==> src/design/elias_code_length_totals_core_macros.svh <==
// Assertion macros shared by the Elias code length totals core.
`ifndef ELIAS_CODE_LENGTH_TOTALS_CORE_MACROS_SVH
`define ELIAS_CODE_LENGTH_TOTALS_CORE_MACROS_SVH

// Same-cycle implication, checked on clk_i, off while rst_ni is low.
`define ECTL_ASSERT_NOW(lbl, ante, cons, msg) \
  lbl: assert property (@(posedge clk_i) disable iff (!rst_ni) (ante) |-> (cons)) \
    else $error(msg);

// Next-cycle implication, checked on clk_i, off while rst_ni is low.
`define ECTL_ASSERT_NEXT(lbl, ante, cons, msg) \
  lbl: assert property (@(posedge clk_i) disable iff (!rst_ni) (ante) |=> (cons)) \
    else $error(msg);

`endif

==> src/design/ectl_pkg.sv <==
// Shared widths, constants and the queue item type of the Elias code length totals core.
package ectl_pkg;

  localparam int unsigned SYMBOL_BITS_DEF = 32;

  localparam int unsigned SymW     = 32;
  localparam int unsigned WeightW  = 32;
  localparam int unsigned ValW     = SymW + 1;
  localparam int unsigned BitLenW  = $clog2(ValW + 1);
  localparam int unsigned GLenW    = BitLenW + 1;
  localparam int unsigned DLenW    = 6;
  localparam int unsigned OLenW    = 6;
  localparam int unsigned TotalW   = 64;
  localparam int unsigned BytesPer = 8;
  localparam int unsigned ByteShift = $clog2(BytesPer);
  localparam int unsigned ByteW    = TotalW - ByteShift;
  localparam logic [ByteShift-1:0] RoundMask = ByteShift'(7);

  localparam int unsigned InTdataW  = ((SymW + WeightW + 7) / 8) * 8;
  localparam int unsigned OutFieldW = 3 * TotalW + 3 * ByteW;
  localparam int unsigned OutTdataW = ((OutFieldW + 7) / 8) * 8;
  localparam int unsigned OutPadW   = OutTdataW - OutFieldW;

  localparam int unsigned FifoDepth = 2;

  // One classified item on its way from the front to the back
  typedef struct packed {
    logic [WeightW-1:0] weight;
    logic [GLenW-1:0]   glen;
    logic [DLenW-1:0]   dlen;
    logic [OLenW-1:0]   olen;
    logic               last;
  } ectl_item_t;

endpackage

==> src/design/ectl_front.sv <==
// Front end: takes input items and works out their gamma, delta and omega code lengths.
module ectl_front import ectl_pkg::*; #(
  parameter int unsigned SymbolBits = SYMBOL_BITS_DEF
) (
  input  logic               s_valid_i,
  output logic               s_ready_o,
  input  logic [SymW-1:0]    symbol_i,
  input  logic [WeightW-1:0] weight_i,
  input  logic               last_i,
  output logic               push_valid_o,
  input  logic               push_ready_i,
  output ectl_item_t         push_item_o
);

  localparam int unsigned UsedBits = (SymbolBits < SymW) ? SymbolBits : SymW;
  localparam logic [SymW-1:0] SymMask = SymW'((65'(1) << UsedBits) - 65'(1));

  // Bit length of the coded value (priority encoder, highest set bit wins)
  function automatic logic [BitLenW-1:0] bit_len_val(input logic [ValW-1:0] v);
    logic [BitLenW-1:0] n;
    n = BitLenW'(1);
    for (int i = 0; i < ValW; i++) begin
      if (v[i]) n = BitLenW'(i + 1);
    end
    return n;
  endfunction

  // Bit length of a small value along the length chain
  function automatic logic [2:0] bit_len_small(input logic [BitLenW-1:0] x);
    logic [2:0] n;
    n = 3'd1;
    for (int i = 0; i < BitLenW; i++) begin
      if (x[i]) n = 3'(i + 1);
    end
    return n;
  endfunction

  // Omega length: 1 plus the lengths along x -> bitlen(x)-1 while x > 1
  function automatic logic [OLenW-1:0] omega_len(input logic [BitLenW-1:0] len);
    logic [OLenW-1:0]   tot;
    logic [BitLenW-1:0] x;
    logic [2:0]         n;
    tot = OLenW'(1);
    x   = '0;
    if (len >= BitLenW'(2)) begin
      tot = tot + OLenW'(len);
      x   = len - BitLenW'(1);
    end
    for (int k = 0; k < 4; k++) begin
      if (x > BitLenW'(1)) begin
        n   = bit_len_small(x);
        tot = tot + OLenW'(n);
        x   = BitLenW'(n) - BitLenW'(1);
      end
    end
    return tot;
  endfunction

  logic [ValW-1:0]    val;
  logic [BitLenW-1:0] len;
  logic [2:0]         len_len;

  // Coded value and its lengths
  always_comb begin
    val     = {1'b0, symbol_i & SymMask} + ValW'(1);
    len     = bit_len_val(val);
    len_len = bit_len_small(len);
    push_item_o.weight = weight_i;
    push_item_o.glen   = {len, 1'b0} - GLenW'(1);
    push_item_o.dlen   = DLenW'({len_len, 1'b0}) - DLenW'(1) + DLenW'(len) - DLenW'(1);
    push_item_o.olen   = omega_len(len);
    push_item_o.last   = last_i;
  end

  assign push_valid_o = s_valid_i;
  assign s_ready_o    = push_ready_i;

endmodule

==> src/design/ectl_fifo.sv <==
// Short item queue between the front end and the back end.
module ectl_fifo import ectl_pkg::*; (
  input  logic       clk_i,
  input  logic       rst_ni,
  input  logic       push_valid_i,
  output logic       push_ready_o,
  input  ectl_item_t push_item_i,
  output logic       pop_valid_o,
  input  logic       pop_ready_i,
  output ectl_item_t pop_item_o
);

  localparam int unsigned PtrW = (FifoDepth > 1) ? $clog2(FifoDepth) : 1;
  localparam int unsigned CntW = $clog2(FifoDepth + 1);

  ectl_item_t          mem_q [FifoDepth];
  logic [PtrW-1:0]     wr_ptr_q, wr_ptr_d;
  logic [PtrW-1:0]     rd_ptr_q, rd_ptr_d;
  logic [CntW-1:0]     count_q, count_d;
  logic                push, pop;

  assign push_ready_o = (count_q != CntW'(FifoDepth));
  assign pop_valid_o  = (count_q != '0);
  assign pop_item_o   = mem_q[rd_ptr_q];
  assign push         = push_valid_i && push_ready_o;
  assign pop          = pop_valid_o && pop_ready_i;

  // Pointer and fill level update
  always_comb begin
    wr_ptr_d = wr_ptr_q;
    rd_ptr_d = rd_ptr_q;
    count_d  = count_q;
    if (push) begin
      wr_ptr_d = (wr_ptr_q == PtrW'(FifoDepth - 1)) ? '0 : wr_ptr_q + PtrW'(1);
    end
    if (pop) begin
      rd_ptr_d = (rd_ptr_q == PtrW'(FifoDepth - 1)) ? '0 : rd_ptr_q + PtrW'(1);
    end
    if (push && !pop) begin
      count_d = count_q + CntW'(1);
    end else if (pop && !push) begin
      count_d = count_q - CntW'(1);
    end
  end

  always_ff @(posedge clk_i or negedge rst_ni) begin
    if (!rst_ni) begin
      wr_ptr_q <= '0;
      rd_ptr_q <= '0;
      count_q  <= '0;
    end else begin
      wr_ptr_q <= wr_ptr_d;
      rd_ptr_q <= rd_ptr_d;
      count_q  <= count_d;
    end
  end

  // Storage
  always_ff @(posedge clk_i) begin
    if (push) begin
      mem_q[wr_ptr_q] <= push_item_i;
    end
  end

endmodule

==> src/design/ectl_back.sv <==
// Back end: weights the code lengths, keeps the running totals and emits them on last.
module ectl_back import ectl_pkg::*; (
  input  logic                 clk_i,
  input  logic                 rst_ni,
  input  logic                 pop_valid_i,
  output logic                 pop_ready_o,
  input  ectl_item_t           pop_item_i,
  output logic                 m_valid_o,
  input  logic                 m_ready_i,
  output logic [OutTdataW-1:0] m_data_o
);

  localparam int unsigned GProdW = WeightW + GLenW;
  localparam int unsigned DProdW = WeightW + DLenW;
  localparam int unsigned OProdW = WeightW + OLenW;

  // Multiply stage
  logic              mul_valid_q, mul_last_q;
  logic [GProdW-1:0] gprod_q;
  logic [DProdW-1:0] dprod_q;
  logic [OProdW-1:0] oprod_q;
  // Running totals
  logic [TotalW-1:0] gtot_q, dtot_q, otot_q;
  logic [TotalW-1:0] gsum, dsum, osum;
  // Emit stage
  logic              emit_valid_q;
  logic [TotalW-1:0] gemit_q, demit_q, oemit_q;
  // Output register
  logic              out_valid_q;
  logic [TotalW-1:0] gbits_q, dbits_q, obits_q;
  logic [ByteW-1:0]  gbytes_q, dbytes_q, obytes_q;

  logic out_load, emit_adv, emit_free, acc_en, mul_load;

  // Stall control, from the output back to the queue
  assign out_load    = !out_valid_q || m_ready_i;
  assign emit_adv    = emit_valid_q && out_load;
  assign emit_free   = !emit_valid_q || out_load;
  assign acc_en      = mul_valid_q && (!mul_last_q || emit_free);
  assign mul_load    = !mul_valid_q || acc_en;
  assign pop_ready_o = mul_load;

  assign gsum = gtot_q + TotalW'(gprod_q);
  assign dsum = dtot_q + TotalW'(dprod_q);
  assign osum = otot_q + TotalW'(oprod_q);

  // Byte count: ceil(bits/8), wrapping at the field width
  function automatic logic [ByteW-1:0] to_bytes(input logic [TotalW-1:0] bits);
    return ByteW'(bits >> ByteShift) + ByteW'((bits[ByteShift-1:0] & RoundMask) != '0);
  endfunction

  // Control and totals
  always_ff @(posedge clk_i or negedge rst_ni) begin
    if (!rst_ni) begin
      mul_valid_q  <= 1'b0;
      emit_valid_q <= 1'b0;
      out_valid_q  <= 1'b0;
      gtot_q       <= '0;
      dtot_q       <= '0;
      otot_q       <= '0;
    end else begin
      if (mul_load) begin
        mul_valid_q <= pop_valid_i;
      end
      emit_valid_q <= (acc_en && mul_last_q) || (emit_valid_q && !emit_adv);
      if (out_load) begin
        out_valid_q <= emit_valid_q;
      end
      if (acc_en) begin
        gtot_q <= mul_last_q ? '0 : gsum;
        dtot_q <= mul_last_q ? '0 : dsum;
        otot_q <= mul_last_q ? '0 : osum;
      end
    end
  end

  // Payload registers
  always_ff @(posedge clk_i) begin
    if (mul_load) begin
      mul_last_q <= pop_item_i.last;
      gprod_q    <= GProdW'(pop_item_i.weight) * GProdW'(pop_item_i.glen);
      dprod_q    <= DProdW'(pop_item_i.weight) * DProdW'(pop_item_i.dlen);
      oprod_q    <= OProdW'(pop_item_i.weight) * OProdW'(pop_item_i.olen);
    end
    if (acc_en && mul_last_q) begin
      gemit_q <= gsum;
      demit_q <= dsum;
      oemit_q <= osum;
    end
    if (emit_adv) begin
      gbits_q  <= gemit_q;
      dbits_q  <= demit_q;
      obits_q  <= oemit_q;
      gbytes_q <= to_bytes(gemit_q);
      dbytes_q <= to_bytes(demit_q);
      obytes_q <= to_bytes(oemit_q);
    end
  end

  assign m_valid_o = out_valid_q;
  assign m_data_o  = {OutPadW'(0), obytes_q, dbytes_q, gbytes_q, obits_q, dbits_q, gbits_q};

endmodule

==> src/design/elias_code_length_totals_core.sv <==
// Top level of the Elias gamma/delta/omega code length totals core.
// Throughput: one item per cycle, set by the single multiply per code and the 64-bit add.
// It holds while m_axis_tready is high. A last item's totals pass through the queue,
// then the multiply, emit and output registers, waiting while m_axis_tready is low.
// Reset: rst_ni clears the queue, all valid flags and the three running totals at once.
`include "elias_code_length_totals_core_macros.svh"

module elias_code_length_totals_core import ectl_pkg::*; #(
  parameter int unsigned SYMBOL_BITS = SYMBOL_BITS_DEF
) (
  input  logic                 clk_i,
  input  logic                 rst_ni,
  input  logic                 s_axis_tvalid,
  output logic                 s_axis_tready,
  input  logic [InTdataW-1:0]  s_axis_tdata,  // [31:0] symbol, [63:32] weight
  input  logic                 s_axis_tlast,  // last
  output logic                 m_axis_tvalid,
  input  logic                 m_axis_tready,
  // [63:0] gamma_bits, [127:64] delta_bits, [191:128] omega_bits,
  // [252:192] gamma_bytes, [313:253] delta_bytes, [374:314] omega_bytes, [375] zero
  output logic [OutTdataW-1:0] m_axis_tdata
);

  logic       push_valid, push_ready;
  ectl_item_t push_item;
  logic       pop_valid, pop_ready;
  ectl_item_t pop_item;

  ectl_front #(
    .SymbolBits (SYMBOL_BITS)
  ) u_front (
    .s_valid_i    (s_axis_tvalid),
    .s_ready_o    (s_axis_tready),
    .symbol_i     (s_axis_tdata[SymW-1:0]),
    .weight_i     (s_axis_tdata[SymW+WeightW-1:SymW]),
    .last_i       (s_axis_tlast),
    .push_valid_o (push_valid),
    .push_ready_i (push_ready),
    .push_item_o  (push_item)
  );

  ectl_fifo u_fifo (
    .clk_i        (clk_i),
    .rst_ni       (rst_ni),
    .push_valid_i (push_valid),
    .push_ready_o (push_ready),
    .push_item_i  (push_item),
    .pop_valid_o  (pop_valid),
    .pop_ready_i  (pop_ready),
    .pop_item_o   (pop_item)
  );

  ectl_back u_back (
    .clk_i       (clk_i),
    .rst_ni      (rst_ni),
    .pop_valid_i (pop_valid),
    .pop_ready_o (pop_ready),
    .pop_item_i  (pop_item),
    .m_valid_o   (m_axis_tvalid),
    .m_ready_i   (m_axis_tready),
    .m_data_o    (m_axis_tdata)
  );

  // An accepted item is in the queue on the next cycle
  `ECTL_ASSERT_NEXT(a_accept_queued, s_axis_tvalid && s_axis_tready, pop_valid, "item not queued")
  // A queued item that is not taken stays queued
  `ECTL_ASSERT_NEXT(a_queue_holds, pop_valid && !pop_ready, pop_valid, "queued item lost")
  // The front only stalls while the queue holds items
  `ECTL_ASSERT_NOW(a_stall_full, !s_axis_tready, pop_valid, "front stalled on an empty queue")

endmodule
==> config.mk <==
export PLATFORM = sky130hd
export DESIGN_NAME = elias_code_length_totals_core
export DESIGN_NICKNAME = d
export VERILOG_FILES = /design/src/design/ectl_pkg.sv /design/src/design/ectl_front.sv /design/src/design/ectl_fifo.sv /design/src/design/ectl_back.sv /design/src/design/elias_code_length_totals_core.sv
export VERILOG_INCLUDE_DIRS = /design/src /design/src/design
export SDC_FILE = /design/constraint.sdc
export NUM_CORES = 2
export LEC_CHECK = 0
export BUFFER_PORTS_ARGS = -buffer_cell sky130_fd_sc_hd__buf_4
export CORE_ASPECT_RATIO = 1.75
export CORE_UTILIZATION = 28
export CTS_BUF_LIST = sky130_fd_sc_hd__clkbuf_8
export DETAILED_ROUTE_END_ITERATION = 10
export PLACE_DENSITY = 0.42
export SLEW_MARGIN = 10
export SYNTH_ARGS = -nofsm -noshare
export SYNTH_HDL_FRONTEND = slang
export SYNTH_SLANG_ARGS = --single-unit
export TNS_END_PERCENT = 1
==> constraint.sdc <==
create_clock -name clk_i -period 20.6 [get_ports clk_i]
set_input_delay 4.12 -clock clk_i [delete_from_list [all_inputs] [get_ports clk_i]]
set_output_delay 4.12 -clock clk_i [all_outputs]
set_load 0.05 [all_outputs]
==> impl_metrics.env <==
export IMPL_synth_edff_count=785
export IMPL_synthFlopType="edfxtp_1"
export IMPL_min_to="u_back.obits_q[3]$_DFFE_PP_"
export IMPL_end_kind="flip-flop"
export IMPL_routedWlPerCell_um=19.2
export IMPL_ant_nets=0
export IMPL_place_gp_congestion=0.810
export IMPL_postCtsSetupRepairBufs=0
export IMPL_cts_buffers=171
export IMPL_grt_pass1_vias=46300
export IMPL_reg2reg_to="u_back.gprod_q[37]$_DFFE_PN_"
export IMPL_drt_initial_drc_count=2181
export IMPL_die_h_um=627
export IMPL_drc=0
export IMPL_syn_area_um2=62500
export IMPL_cts_resized=0
export IMPL_whs_path_depth=0
export IMPL_htree_levels=4
export IMPL_cp_start_kind="input port"
export IMPL_syn2layout_area_growth_pct=15.6
export IMPL_maxCapViolCount=0
export IMPL_worstMarginPinSlew_ns=1.16
export IMPL_utilization_pct=32.5
export IMPL_synth_cells=5623
export IMPL_finalHoldViolations=0
export IMPL_final_nets=6830
export IMPL_die_w_um=359
export IMPL_use_met3_pct=2.03
export IMPL_core_area_um2=222000
export IMPL_yosys_area_top_type="edfxtp_1"
export IMPL_root_buffer="clkbuf_8"
export IMPL_setup_tns_ns=0
export IMPL_dpl_hpwl_mm=129
export IMPL_grt_ovfl_total=0
export IMPL_cp_arrival_ns=12.36
export IMPL_synth_top_family_by_area="adder cells"
export IMPL_cts_tree="built"
export IMPL_synthSimpleGateAreaFrac_pct=13.6
export IMPL_hold_buffers=0
export IMPL_worst_path_max_delay_cell="nor4_1"
export IMPL_worstPathRequired_ns=21.26
export IMPL_fmaxAchievable_ghz=0.0855
export IMPL_max_slew_margin_pct=20.6
export IMPL_crit_fanout=17
export IMPL_status="complete, no violations"
export IMPL_io_buffers=445
export IMPL_synth_top_area_share_pct=37.7
export IMPL_slew_violations=0
export IMPL_rsz0062_at_grt="false"
export IMPL_drive_gt1_share_pct=12.9
export IMPL_use_met2_pct=30.1
export IMPL_clock_sinks=984
export IMPL_grt_max_degree=119
export IMPL_seq_area_frac_synth_pct=45.7
export IMPL_finalClockSkew_ns=0.0650
export IMPL_num_rows=229
export IMPL_yosys_top_cells_area="edfxtp_1, fa_1, dfrtp_1"
export IMPL_place_area_um2=69000
export IMPL_hold_ws_ns=0.464
export IMPL_crit_path_frequent_cell="ha_1"
export IMPL_start_util_pct=28.1
export IMPL_yosysMostFrequentCell="nand2_1"
export IMPL_synth_compound_area_share_pct=9.87
export IMPL_cts_buffer_depth=4
export IMPL_grt_pass1_wl_mm=271
export IMPL_min_period_ns=11.70
export IMPL_min_delay_start="u_back.oemit_q[3]$_DFFE_PP_"
export IMPL_drt_pass1_iter_count=5
export IMPL_r2r_start="u_fifo.rd_ptr_q$_DFFE_PN0P_"
export IMPL_clkTransAtPathRegs_ns=0.06
export IMPL_yosysUniqueCellTypes=98
export IMPL_grt_usage_pct=15.4
export IMPL_synth_xor_area_share_pct=6.73
export IMPL_met1_usage_pct=16.7
export IMPL_top_usage_layer="met2"
export IMPL_synthAdderAreaFrac_pct=18.6
export IMPL_synth_mux_area_fraction_pct=1.40
export IMPL_ys_seq_elements=984
export IMPL_ff2ff_path_depth=21
export IMPL_r2r_setup_slack_ns=12.45
export IMPL_setup_viol_count_final=0
export IMPL_nFillCells=22600
export IMPL_avgViaCountPerCell=4.78
export IMPL_hold_path_class="flip-flop to flip-flop"
export IMPL_avgSynthCellArea_um2=11.1
export IMPL_cpPeakStageDelay_ns=0.82
export IMPL_fin_crit_sh_pct=56.8
export IMPL_synth_top_cells_by_count="nand2_1, edfxtp_1, inv_1"
export IMPL_die_area_um2=225000
export IMPL_drt_total_wl_mm=175
export IMPL_yosys_warnings=0
export IMPL_boundaryPins=447
export IMPL_async_flop_share_pct=20.2
export IMPL_num_vias=43500
export IMPL_crit_type="input port to flip-flop"
export IMPL_final_cell_area_um2=72300
export IMPL_antenna_found_initial=14
export IMPL_clock_insertion_delay_worst_skew_ns=0.90
-- flip-flops by register name, indices dropped and copies added, names as in the netlist, 61 cells and up --
name             flops
u_back.gbytes_q     61
u_back.demit_q      64
u_back.otot_q       64
u_back.gtot_q       64
u_fifo.mem_q       102
u_back.dtot_q       64
u_back.dbits_q      64
u_back.oemit_q      64
u_back.dbytes_q     61
u_back.obytes_q     61
u_back.gemit_q      64
u_back.gbits_q      64
u_back.obits_q      64
-- cells by family (layout without fill, tap and decap cells) --
group	Yosys count	in the layout
buf+inv	682	1259
simple gates	1802	1802
compound gates	905	905
other cells	1	9
xor+xnor	480	480
flops	984	984
mux	80	80
fa+ha+maj	689	689
-- cells in the final DEF, fill, tap and decap left out, drive strengths merged, types with 25 or more instances in the layout --
cell and instances:
o21ai 165, a21o 89, a211oi 29, inv 546
nor3 78, clkinv 40, buf 480, nor2 276
or3 32, nand2 792, and3 94, xor2 147
nor4 30, nor2b 50, o31ai 27, fa 398
nand4 61, mux2 54, nand3 179, nand2b 40
o21a 40, o21bai 25, edfxtp 785, a22o 109
a21oi 207, ha 291, dfrtp 199, clkbuf 181
xnor2 333, a31oi 47, mux2i 26, and2 85
-- per-layer routing --
layer / routed length [um] / vias to the layer above
met3: 6250 / 266
li1: - / 20600
met5: 41 / -
met4: 4820 / 6
met1: 67100 / 21700
met2: 96500 / 868
-- worst max-delay path: cells and delay by family --
| family | cells | cell delay (ns) |
|---|---|---|
| and+or+nand+nor | 6 | 2.03 |
| muxes | 2 | 0.45 |
| buffers and inverters | 4 | 0.67 |
| AOI/OAI and AO/OA | 10 | 2.33 |
| adders and majority gates | 6 | 2.46 |
| xor gates and xnor gates | 1 | 0.26 |
-- area by class of cell --
type	count	area (um2)	area share, %
inverter	476	1790	2.48
multi-input combinational	3959	31400	43.5
clock inverter	122	758	1.05
tap	2887	3610	5.00
clock buffer	181	2490	3.45
timing repair buffer	480	3620	5.02
sequential	984	28600	39.5
antenna	6	15.0	0.0208
-- worst max path at each step --
stage / depth (start not counted) / slack [ns] / end / start
CTS: 29 / 8.87 / u_fifo.mem_q[0][6]$_DFFE_PP_ / s_axis_tdata[0]
floorplan: 2 / 6.14 / u_back.dbits_q[0]$_DFFE_PP_ / m_axis_tready
global placement: 29 / 7.87 / u_fifo.mem_q[0][6]$_DFFE_PP_ / s_axis_tdata[0]
detailed placement: 29 / 7.91 / u_fifo.mem_q[0][6]$_DFFE_PP_ / s_axis_tdata[0]
finish: 29 / 8.90 / u_fifo.mem_q[0][6]$_DFFE_PP_ / s_axis_tdata[0]
global route: 29 / 8.13 / u_fifo.mem_q[0][6]$_DFFE_PP_ / s_axis_tdata[0]
-- metrics by stage --
step | instances | setup slack [ns]
final | 9095 | 8.90
after global routing | 9092 | 8.13
after detailed placement | 8786 | 7.91
after CTS | 9089 | 8.87
after floorplan | 5625 | 6.14
after global placement | 8786 | 7.87
Power is left out: the tool's default activity adds up to more than one toggle a clock period on the data nets, which glitch-free logic cannot reach.
